## config.mk

```make
export PLATFORM = sky130hd
export DESIGN_NAME = best_fit_buffer_pool
export DESIGN_NICKNAME = d
export VERILOG_FILES = /design/src/hw/rtl/bfbp_pkg.sv /design/src/hw/rtl/bfbp_cell.sv /design/src/hw/rtl/bfbp_chain.sv /design/src/hw/rtl/best_fit_buffer_pool.sv
export SDC_FILE = /design/constraint.sdc
export NUM_CORES = 2
export LEC_CHECK = 0
export ABC_AREA = 1
export BUFFER_PORTS_ARGS = -buffer_cell sky130_fd_sc_hd__buf_4
export CORE_UTILIZATION = 43
export CTS_CLUSTER_DIAMETER = 80
export DETAILED_ROUTE_END_ITERATION = 16
export PLACE_DENSITY_LB_ADDON = 0.1
export SETUP_SLACK_MARGIN = 0.5
export SLEW_MARGIN = 0
export SYNTH_ARGS = -nofsm -noshare
export SYNTH_HDL_FRONTEND = slang
export SYNTH_HIERARCHICAL = 1
export SYNTH_SLANG_ARGS = --single-unit
```

## constraint.sdc

```tcl
create_clock -name clk -period 5.18 [get_ports clk]
set_input_delay 1.036 -clock clk [delete_from_list [all_inputs] [get_ports clk]]
set_output_delay 1.036 -clock clk [all_outputs]
set_load 0.01 [all_outputs]
```

## src/hw/rtl/bfbp_pkg.sv

```systemverilog
`timescale 1ns / 1ps
// ----------------------------------------------------------------------------
// bfbp_pkg: shared types, constants and helpers for the best-fit buffer pool
// Table geometry, mode and status codes, the entry record that moves along
// the cell chain, and width conversion helpers.
// ----------------------------------------------------------------------------
package bfbp_pkg;

  localparam int CAPACITY  = 16;
  localparam int SIZE_BITS = 32;
  localparam int ID_BITS   = 32;

  localparam int IDX_W     = $clog2(CAPACITY);
  localparam int CNT_W     = $clog2(CAPACITY + 1);

  localparam int FIELD_W   = 32;
  localparam int SLOT_W    = 4;
  localparam int STATUS_W  = 3;
  localparam int MODE_W    = 2;

  localparam logic [MODE_W-1:0] MODE_ACQ = 2'd0;
  localparam logic [MODE_W-1:0] MODE_REL = 2'd1;
  localparam logic [MODE_W-1:0] MODE_CLR = 2'd2;

  localparam logic [STATUS_W-1:0] STAT_FIT     = 3'd0;
  localparam logic [STATUS_W-1:0] STAT_RESIZED = 3'd1;
  localparam logic [STATUS_W-1:0] STAT_NEW     = 3'd2;
  localparam logic [STATUS_W-1:0] STAT_FULL    = 3'd3;
  localparam logic [STATUS_W-1:0] STAT_UNLOCK  = 3'd4;
  localparam logic [STATUS_W-1:0] STAT_UNKNOWN = 3'd5;
  localparam logic [STATUS_W-1:0] STAT_FREED   = 3'd6;
  localparam logic [STATUS_W-1:0] STAT_DONE    = 3'd7;

  typedef struct packed {
    logic [ID_BITS-1:0]   ident;
    logic [SIZE_BITS-1:0] bytes;
    logic                 held;
  } entry_t;

  // chain control: shift toward head, and/or load one cell from the bus
  typedef struct packed {
    logic             shift;
    logic             load;
    logic [IDX_W-1:0] load_idx;
    entry_t           bus;
  } ctl_t;

  function automatic logic [SIZE_BITS-1:0] size_in(input logic [FIELD_W-1:0] x);
    logic [SIZE_BITS+FIELD_W-1:0] t;
    t = {{SIZE_BITS{1'b0}}, x};
    return t[SIZE_BITS-1:0];
  endfunction

  function automatic logic [FIELD_W-1:0] size_out(input logic [SIZE_BITS-1:0] x);
    logic [SIZE_BITS+FIELD_W-1:0] t;
    t = {{FIELD_W{1'b0}}, x};
    return t[FIELD_W-1:0];
  endfunction

  function automatic logic [FIELD_W-1:0] id_out(input logic [ID_BITS-1:0] x);
    logic [ID_BITS+FIELD_W-1:0] t;
    t = {{FIELD_W{1'b0}}, x};
    return t[FIELD_W-1:0];
  endfunction

  // compare a stored id with a port id, both zero-extended
  function automatic logic id_eq(input logic [ID_BITS-1:0] a,
                                 input logic [FIELD_W-1:0] b);
    logic [ID_BITS+FIELD_W-1:0] ta;
    logic [ID_BITS+FIELD_W-1:0] tb;
    ta = {{FIELD_W{1'b0}}, a};
    tb = {{ID_BITS{1'b0}}, b};
    return ta == tb;
  endfunction

  function automatic logic [SLOT_W-1:0] idx_slot(input logic [IDX_W-1:0] i);
    logic [IDX_W+SLOT_W-1:0] t;
    t = {{SLOT_W{1'b0}}, i};
    return t[SLOT_W-1:0];
  endfunction

endpackage

```

## src/hw/rtl/bfbp_cell.sv

```systemverilog
`timescale 1ns / 1ps
// ----------------------------------------------------------------------------
// bfbp_cell: one table entry of the buffer pool chain
// Holds id, size and lock mark. Takes its upstream neighbor on a shift, or
// the shared bus when it is the addressed load position.
// ----------------------------------------------------------------------------
module bfbp_cell (
  input  logic                       clk,
  input  logic                       rst_n,
  input  bfbp_pkg::ctl_t             ctl,
  input  logic [bfbp_pkg::IDX_W-1:0] pos,
  input  bfbp_pkg::entry_t           nb,
  output bfbp_pkg::entry_t           q
);
  import bfbp_pkg::*;

  logic [ID_BITS-1:0]   ident_r;
  logic [SIZE_BITS-1:0] bytes_r;
  logic                 held_r;
  logic                 sel;

  assign sel = ctl.load && (ctl.load_idx == pos);

  always_ff @(posedge clk) begin
    if (!rst_n) begin
      held_r <= 1'b0;
    end else if (sel) begin
      held_r <= ctl.bus.held;
    end else if (ctl.shift) begin
      held_r <= nb.held;
    end
  end

  // payload, no reset
  always_ff @(posedge clk) begin
    if (sel) begin
      ident_r <= ctl.bus.ident;
      bytes_r <= ctl.bus.bytes;
    end else if (ctl.shift) begin
      ident_r <= nb.ident;
      bytes_r <= nb.bytes;
    end
  end

  assign q.ident = ident_r;
  assign q.bytes = bytes_r;
  assign q.held  = held_r;

endmodule

```

## src/hw/rtl/bfbp_chain.sv

```systemverilog
`timescale 1ns / 1ps
// ----------------------------------------------------------------------------
// bfbp_chain: row of table cells
// Cells shift one place toward the head per step; cell 0 is the head seen
// by the controller. A load writes one addressed cell from the bus.
// ----------------------------------------------------------------------------
module bfbp_chain (
  input  logic             clk,
  input  logic             rst_n,
  input  bfbp_pkg::ctl_t   ctl,
  output bfbp_pkg::entry_t head
);
  import bfbp_pkg::*;

  entry_t q  [CAPACITY];
  entry_t nb [CAPACITY];

  for (genvar g = 0; g < CAPACITY; g++) begin : g_cell
    if (g == CAPACITY - 1) begin : g_tail
      assign nb[g] = '0;
    end else begin : g_link
      assign nb[g] = q[g+1];
    end

    bfbp_cell u_cell (
      .clk   (clk),
      .rst_n (rst_n),
      .ctl   (ctl),
      .pos   (IDX_W'(g)),
      .nb    (nb[g]),
      .q     (q[g])
    );
  end

  assign head = q[0];

endmodule

```

## src/hw/rtl/best_fit_buffer_pool.sv

```systemverilog
`timescale 1ns / 1ps
// ----------------------------------------------------------------------------
// best_fit_buffer_pool: best-fit cache of buffer entries
// Keeps an ordered table of buffers (id, size, lock). Acquire, release by
// id, and clear of all unlocked entries with one freed word per entry.
// ----------------------------------------------------------------------------
// Usage:
//   Input words arrive on in_t*: in_tuser carries the mode (acquire, release,
//   clear); in_tdata carries the request size and the release id. One input
//   word is taken at a time; in_tready is high only while the block is idle.
//   Result words leave on out_t*: out_tuser is the status, out_tdata holds
//   id, slot and size, out_tlast marks the final word of an input word.
//   Acquire and release give one word, clear gives one freed word per
//   unlocked entry and a final done word. Mode 3 is dropped silently.
// Sequence (the table holds at most 16 entries):
//   Acquire / release: the table rotates once through the head cell, the
//   end of the pass is seen, then the finish step loads the output
//   register with the result word and the block returns to idle to take
//   the next input.
//   Clear: each entry passes the head in turn (a freed word for each
//   unlocked one), the pass ends, then the done word follows.
// Stall: while out_tready refuses a held output word, the finish step and
//   every clear step wait; the output register keeps its word. Nothing is lost.
// Reset: rst_n (synchronous, active low) empties the table, clears all lock
//   marks and restarts ids at 1.
// ----------------------------------------------------------------------------
module best_fit_buffer_pool (
  input  logic        clk,
  input  logic        rst_n,
  input  logic        in_tvalid,
  output logic        in_tready,
  input  logic [63:0] in_tdata,   // [31:0] request_size, [63:32] release_id
  input  logic [1:0]  in_tuser,   // [1:0] mode
  output logic        out_tvalid,
  input  logic        out_tready,
  output logic [71:0] out_tdata,  // [31:0] handle_id, [35:32] slot,
                                  // [67:36] granted_size, [71:68] zero
  output logic [2:0]  out_tuser,  // [2:0] status
  output logic        out_tlast
);
  import bfbp_pkg::*;

  typedef enum logic [3:0] {
    S_IDLE = 4'b0001,
    S_SCAN = 4'b0010,
    S_CLR  = 4'b0100,
    S_FIN  = 4'b1000
  } state_t;

  state_t               state_r, state_nxt;
  logic [MODE_W-1:0]    mode_r, mode_nxt;
  logic [SIZE_BITS-1:0] req_r, req_nxt;
  logic [FIELD_W-1:0]   rid_r, rid_nxt;
  logic [CNT_W-1:0]     cnt_r, cnt_nxt;     // original position at head
  logic [CNT_W-1:0]     len_r, len_nxt;     // live length during clear
  logic [CNT_W-1:0]     total_r, total_nxt;
  logic [ID_BITS-1:0]   next_id_r, next_id_nxt;

  // best fit candidate (also the id hit for release)
  logic                 fit_found_r, fit_found_nxt;
  logic [IDX_W-1:0]     fit_at_r, fit_at_nxt;
  logic [SIZE_BITS-1:0] fit_sz_r, fit_sz_nxt;
  logic [ID_BITS-1:0]   fit_id_r, fit_id_nxt;
  // largest smaller candidate
  logic                 small_found_r, small_found_nxt;
  logic [IDX_W-1:0]     small_at_r, small_at_nxt;
  logic [SIZE_BITS-1:0] small_sz_r, small_sz_nxt;
  logic [ID_BITS-1:0]   small_id_r, small_id_nxt;

  logic                 out_valid_r;
  logic [STATUS_W-1:0]  out_status_r;
  logic [FIELD_W-1:0]   out_id_r;
  logic [SLOT_W-1:0]    out_slot_r;
  logic [FIELD_W-1:0]   out_size_r;
  logic                 out_last_r;

  logic                 emit;
  logic [STATUS_W-1:0]  e_status;
  logic [FIELD_W-1:0]   e_id;
  logic [SLOT_W-1:0]    e_slot;
  logic [FIELD_W-1:0]   e_size;
  logic                 e_last;

  ctl_t                 ctl;
  entry_t               head;
  logic                 out_free;
  logic [IDX_W-1:0]     cur_idx;
  logic [CNT_W-1:0]     scan_tail;
  logic [CNT_W-1:0]     clr_tail;

  bfbp_chain u_chain (
    .clk   (clk),
    .rst_n (rst_n),
    .ctl   (ctl),
    .head  (head)
  );

  assign out_free  = !out_valid_r || out_tready;
  assign in_tready = (state_r == S_IDLE);
  assign cur_idx   = cnt_r[IDX_W-1:0];
  assign scan_tail = total_r - CNT_W'(1);
  assign clr_tail  = len_r - CNT_W'(1);

  always_comb begin
    state_nxt       = state_r;
    mode_nxt        = mode_r;
    req_nxt         = req_r;
    rid_nxt         = rid_r;
    cnt_nxt         = cnt_r;
    len_nxt         = len_r;
    total_nxt       = total_r;
    next_id_nxt     = next_id_r;
    fit_found_nxt   = fit_found_r;
    fit_at_nxt      = fit_at_r;
    fit_sz_nxt      = fit_sz_r;
    fit_id_nxt      = fit_id_r;
    small_found_nxt = small_found_r;
    small_at_nxt    = small_at_r;
    small_sz_nxt    = small_sz_r;
    small_id_nxt    = small_id_r;
    ctl             = '0;
    emit            = 1'b0;
    e_status        = STAT_FIT;
    e_id            = '0;
    e_slot          = '0;
    e_size          = '0;
    e_last          = 1'b1;

    unique case (state_r)
      S_IDLE: begin
        if (in_tvalid) begin
          mode_nxt        = in_tuser;
          req_nxt         = size_in(in_tdata[31:0]);
          rid_nxt         = in_tdata[63:32];
          cnt_nxt         = '0;
          len_nxt         = total_r;
          fit_found_nxt   = 1'b0;
          small_found_nxt = 1'b0;
          small_sz_nxt    = '0;
          unique case (in_tuser) inside
            MODE_ACQ, MODE_REL: state_nxt = S_SCAN;
            MODE_CLR:           state_nxt = S_CLR;
            default:            state_nxt = S_IDLE;
          endcase
        end
      end

      // rotate the table once past the head; head goes back to the tail
      S_SCAN: begin
        if (cnt_r == total_r) begin
          state_nxt = S_FIN;
        end else begin
          ctl.shift    = 1'b1;
          ctl.load     = 1'b1;
          ctl.load_idx = scan_tail[IDX_W-1:0];
          ctl.bus      = head;
          cnt_nxt      = cnt_r + CNT_W'(1);
          if (mode_r == MODE_ACQ) begin
            if (!head.held && head.bytes > small_sz_r && head.bytes <= req_r) begin
              small_found_nxt = 1'b1;
              small_at_nxt    = cur_idx;
              small_sz_nxt    = head.bytes;
              small_id_nxt    = head.ident;
            end
            if (!head.held && head.bytes >= req_r &&
                (!fit_found_r || head.bytes < fit_sz_r)) begin
              fit_found_nxt = 1'b1;
              fit_at_nxt    = cur_idx;
              fit_sz_nxt    = head.bytes;
              fit_id_nxt    = head.ident;
            end
          end else if (!fit_found_r && id_eq(head.ident, rid_r)) begin
            fit_found_nxt = 1'b1;
            fit_at_nxt    = cur_idx;
            fit_sz_nxt    = head.bytes;
            fit_id_nxt    = head.ident;
          end
        end
      end

      // stable compaction: locked heads rejoin at the live tail
      S_CLR: begin
        if (cnt_r == total_r) begin
          state_nxt = S_FIN;
        end else if (out_free) begin
          ctl.shift = 1'b1;
          cnt_nxt   = cnt_r + CNT_W'(1);
          if (head.held) begin
            ctl.load     = 1'b1;
            ctl.load_idx = clr_tail[IDX_W-1:0];
            ctl.bus      = head;
          end else begin
            len_nxt  = clr_tail;
            emit     = 1'b1;
            e_status = STAT_FREED;
            e_id     = id_out(head.ident);
            e_slot   = idx_slot(cur_idx);
            e_size   = size_out(head.bytes);
            e_last   = 1'b0;
          end
        end
      end

      S_FIN: begin
        if (out_free) begin
          emit      = 1'b1;
          state_nxt = S_IDLE;
          unique case (mode_r)
            MODE_ACQ: begin
              if (fit_found_r) begin
                ctl.load     = 1'b1;
                ctl.load_idx = fit_at_r;
                ctl.bus      = '{ident: fit_id_r, bytes: fit_sz_r, held: 1'b1};
                e_status     = STAT_FIT;
                e_id         = id_out(fit_id_r);
                e_slot       = idx_slot(fit_at_r);
                e_size       = size_out(fit_sz_r);
              end else if (small_found_r) begin
                ctl.load     = 1'b1;
                ctl.load_idx = small_at_r;
                ctl.bus      = '{ident: small_id_r, bytes: req_r, held: 1'b1};
                e_status     = STAT_RESIZED;
                e_id         = id_out(small_id_r);
                e_slot       = idx_slot(small_at_r);
                e_size       = size_out(req_r);
              end else if (total_r < CNT_W'(CAPACITY)) begin
                ctl.load     = 1'b1;
                ctl.load_idx = total_r[IDX_W-1:0];
                ctl.bus      = '{ident: next_id_r, bytes: req_r, held: 1'b1};
                total_nxt    = total_r + CNT_W'(1);
                next_id_nxt  = next_id_r + ID_BITS'(1);
                e_status     = STAT_NEW;
                e_id         = id_out(next_id_r);
                e_slot       = idx_slot(total_r[IDX_W-1:0]);
                e_size       = size_out(req_r);
              end else begin
                e_status     = STAT_FULL;
              end
            end
            MODE_REL: begin
              e_id = rid_r;
              if (fit_found_r) begin
                ctl.load     = 1'b1;
                ctl.load_idx = fit_at_r;
                ctl.bus      = '{ident: fit_id_r, bytes: fit_sz_r, held: 1'b0};
                e_status     = STAT_UNLOCK;
                e_slot       = idx_slot(fit_at_r);
                e_size       = size_out(fit_sz_r);
              end else begin
                e_status     = STAT_UNKNOWN;
              end
            end
            MODE_CLR: begin
              total_nxt = len_r;
              e_status  = STAT_DONE;
              e_size    = FIELD_W'(len_r);
            end
            default: begin
              emit = 1'b0;
            end
          endcase
        end
      end

      default: state_nxt = S_IDLE;
    endcase
  end

  // control state
  always_ff @(posedge clk) begin
    if (!rst_n) begin
      state_r     <= S_IDLE;
      total_r     <= '0;
      next_id_r   <= ID_BITS'(1);
      out_valid_r <= 1'b0;
    end else begin
      state_r   <= state_nxt;
      total_r   <= total_nxt;
      next_id_r <= next_id_nxt;
      if (emit) begin
        out_valid_r <= 1'b1;
      end else if (out_tready) begin
        out_valid_r <= 1'b0;
      end
    end
  end

  // working registers, no reset needed (loaded on acceptance)
  always_ff @(posedge clk) begin
    mode_r        <= mode_nxt;
    req_r         <= req_nxt;
    rid_r         <= rid_nxt;
    cnt_r         <= cnt_nxt;
    len_r         <= len_nxt;
    fit_found_r   <= fit_found_nxt;
    fit_at_r      <= fit_at_nxt;
    fit_sz_r      <= fit_sz_nxt;
    fit_id_r      <= fit_id_nxt;
    small_found_r <= small_found_nxt;
    small_at_r    <= small_at_nxt;
    small_sz_r    <= small_sz_nxt;
    small_id_r    <= small_id_nxt;
    if (emit) begin
      out_status_r <= e_status;
      out_id_r     <= e_id;
      out_slot_r   <= e_slot;
      out_size_r   <= e_size;
      out_last_r   <= e_last;
    end
  end

  assign out_tvalid = out_valid_r;
  assign out_tdata  = {4'b0000, out_size_r, out_slot_r, out_id_r};
  assign out_tuser  = out_status_r;
  assign out_tlast  = out_last_r;

endmodule

```

==> results by group <==
GRT
  • GRT met2 Usage: 27.1%
  • Busiest grt layer: met2
  • Tot GR Track Use: roughly 18%
  • First-pass GRT wire length: 228,000 um
  • Met1 usage: between 20% and 30%
  • Antenna violations before repair: 0
  • Number of global-route vias before repair: between 40,000 and 50,000
  • Total global routing overflow: 0
  • Largest net degree at the start of global routing: ~130
  • Met3 Use GR: 3.04%

Worst setup path
  • R2R depth: 17
  • Max stage delay on crit path: 0.72 ns
  • CP max-delay cell: buf_4
  • Cell Chain, Critical Path: inv_1 -> ha_1 -> nand2_1 -> inv_1 -> nor2_1 -> nor3_1 -> nand2_1 -> o211ai_1 -> buf_12 -> nand2_1 -> inv_1 -> nor2_1 -> nor2_2 -> nand3_4 -> buf_4 -> buf_4 -> o21ai_1
  • Startpoint Class: flop
  • Crit end category: flop
  • Critical Setup Path Class: flop to flop
  • Critical Path RT: 5.66 ns
  • Max Fanout on Critical Path: 67
  • Worst EP arrival: 4.85 ns

Yosys
  • Simple-gate share of the synthesized area: 12.3%
  • Async S/R FF share, synth: 0%
  • Post-synth cell types: 50
  • Flops & latches, synth: 1,368
  • Post-synthesis cell area: 68,500 um^2
  • Synth Warn #: 6
  • Post-synth top area share: 57.4%
  • Post-synthesis compound-gate area fraction: 14.4%
  • Ys flop type: edfxtp_1
  • Synth area leaders: edfxtp_1 (57%), nand2_1 (9.5%), inv_1 (8.0%)
  • Xor/xnor share of the synthesized area: 0.409%
  • Syn Inst Count: around 6,900
  • Syn_area_per_cell: 9.96 um^2
  • Largest family of logic cells by synthesized area: compound AO/OA/AOI/OAI gates
  • Post-synthesis mux area share: 0%
  • Post-synth EDFFs: between 1,000 and 1,500
  • Adder-Cell Fraction of Synth Area: approximately 1.9%
  • Post-synthesis sequential area ratio: between 50 and 60%
  • Synth area leader: edfxtp_1

Worst hold path
  • Worst hold path type: primary input to flop
  • Hold Crit Depth: 1

Route
  • DR vias: 42,751
  • WL/cell: 15.1 um
  • 1st-iter DRT viols: 2,814
  • Vias/cell: between 4 and 5
  • Post-route ant nets: 0
  • DRC violations left: 0
  • Total Routed Length: 141,000 um
  • TritonRoute pass-1 iters: 8

Placement
  • Post-DP Area: slightly above 70,000 um^2
  • Port Buf Inserts: 143
  • Final GP Congestion: 0.880
  • Post-DP HPWL: 98,300 um

Power
  • Power per cell area: 407 nW/um^2
  • Peak supply drop: 0.250 mV
  • Leakage: around 28 nW
  • Final total power: 31.0 mW

Timing
  • Worst slew margin: ~22%
  • FMAX: 229 MHz
  • Tcrit/Tclk final: 84.3%
  • Fin Setup TNS: 0 ns
  • Slew @ Worst Pin: 1.16 ns
  • Clock skew: 0.0299 ns
  • Tmin final: 4.36 ns
  • Final setup fails: 0
  • Max-slew violations: 0
  • RSZ-0062 raised after global routing: false
  • Final Hold Viols: 0

Cells and area
  • Post-route cell area: approximately 76,000 um^2
  • Commonest non-fill, non-tap cell in the layout: nand2_1
  • Nets: 7,310
  • Proportion of layout cells with a drive suffix above 1: about 16%
  • Syn-to-layout area delta: 11.3%
  • Final Core Density: 48.1%
  • # fillers: 14,457
  • Most frequent cells in the layout: nand2_1 (1,724), inv_1 (1,465), edfxtp_1 (1,310)

Floorplan
  • Core area: approximately 160,000 um^2
  • I/O pin cnt: 148
  • Die Y: 401 um
  • Die X-Extent: 401 um
  • Starting Density: 43.3%
  • DIE AREA: 161,000 um^2
  • Row count: 146

Clock tree
  • CTS sink cnt: about 1,400
  • Clock latency on the worst-skew pair: 0.77 ns
  • CTS tree: built
  • Post-CTS Hold Fix Bufs: 0
  • H-tree levels: 4
  • Post-CTS Setup Repair Bufs: 0
  • Clk buf depth: 3
  • Root buffer cell: clkbuf_16
  • Reg clk slew, reported paths: 0.06 ns
  • Total CTS buffers: 154
  • CTS resizes: 0

Flow run
  • Max_cap viols: 0

Run status
  • Status: complete, no violations
## per-stage QoR
| stage | instances | hold slack, ns | setup slack, ns |
|---|---|---|---|
| floorplan | 7073 | 0.426 | 0.816 |
| global placement | 9052 | 0.457 | 0.562 |
| detailed placement | 9052 | 0.467 | 0.511 |
| CTS | 9323 | 0.368 | 0.801 |
| global route | 9323 | 0.373 | 0.524 |
| finish | 9324 | 0.442 | 0.816 |
## worst max-delay path: cells and delay by family, from the launching register on
| kind | cells | cell delay (ns) |
|---|---|---|
| buffers and inverters | 6 | 1.71 |
| DFF | 1 | 0.39 |
| AOI/OAI and AO/OA | 2 | 0.28 |
| adders and majority gates | 1 | 0.21 |
| and+or+nand+nor | 8 | 1.39 |
## layout make-up
type	count	area, um^2	area share, %
Antenna cell	1	2.50	0.00328
Multi-Input combinational cell	3909	20900	27.5
Clock inverter	66	502	0.658
Tap cell	2072	2590	3.40
Inverter	1473	5540	7.26
Timing Repair Buffer	230	1980	2.59
Clock buffer	205	4200	5.51
Sequential cell	1368	40500	53.1
## path summary, 6_finish.rpt
| kind | endpoint | start | slack [ns] |
|---|---|---|---|
| min | req_r[7] | in_tdata[7] | 0.44 |
| max | u_chain/g_cell[15].u_cell/ident_r[26] | mode_r[1] | 0.82 |
| min reg2reg | small_id_r[21] | u_chain/g_cell[0].u_cell/ident_r[21] | 0.47 |
| max reg2reg | u_chain/g_cell[15].u_cell/ident_r[26] | mode_r[1] | 0.82 |
## power by group
group / leakage [nW] / internal [mW] / switching (mW)
Combinational: 13.3 / 1.66 / 3.96
Clock: 2.29 / 5.97 / 4.30
Sequential: 12.4 / 14.6 / 0.576
## per-layer routing
layer	vias up	share of wire, %
met1	19210	50
li1	22690	-
met4	0	2.3
met5	-	0
met2	670	43
met3	181	4.3
## cells by family after synthesis
family,Yosys count
other cells,3
fa+ha+maj,104
compound gates,1466
buf+inv,1796
simple gates,2110
flops,1368
xor+xnor,32
## cell usage after synthesis (17+ instances only)
cell type / instances
o32ai_1: 28
dfxtp_1: 58
buf_2: 27
nor2_2: 35
o21ai_2: 599
o211ai_1: 34
edfxtp_1: 1310
buf_4: 24
nand3_1: 68
o22ai_1: 23
buf_6: 161
o21ai_1: 401
inv_1: 1466
o21ai_0: 243
nand3_2: 17
xor2_1: 25
nand4_1: 36
nand2_1: 1741
nor2_1: 165
nor3_1: 27
ha_1: 104
clkbuf_1: 100
a21oi_1: 107
## sequential cells by signal, indices dropped and copies added (netlist names), 5 cells and up
register / count
cnt_r: 5
fit_id_r: 32
fit_sz_r: 32
len_r: 5
next_id_r: 32
out_id_r: 32
out_size_r: 32
req_r: 32
rid_r: 32
small_id_r: 32
small_sz_r: 32
total_r: 5
u_chain/g_cell.u_cell/bytes_r: 512
u_chain/g_cell.u_cell/held_r: 16
u_chain/g_cell.u_cell/ident_r: 512
Note: power is estimated with default switching activity, not from simulation.
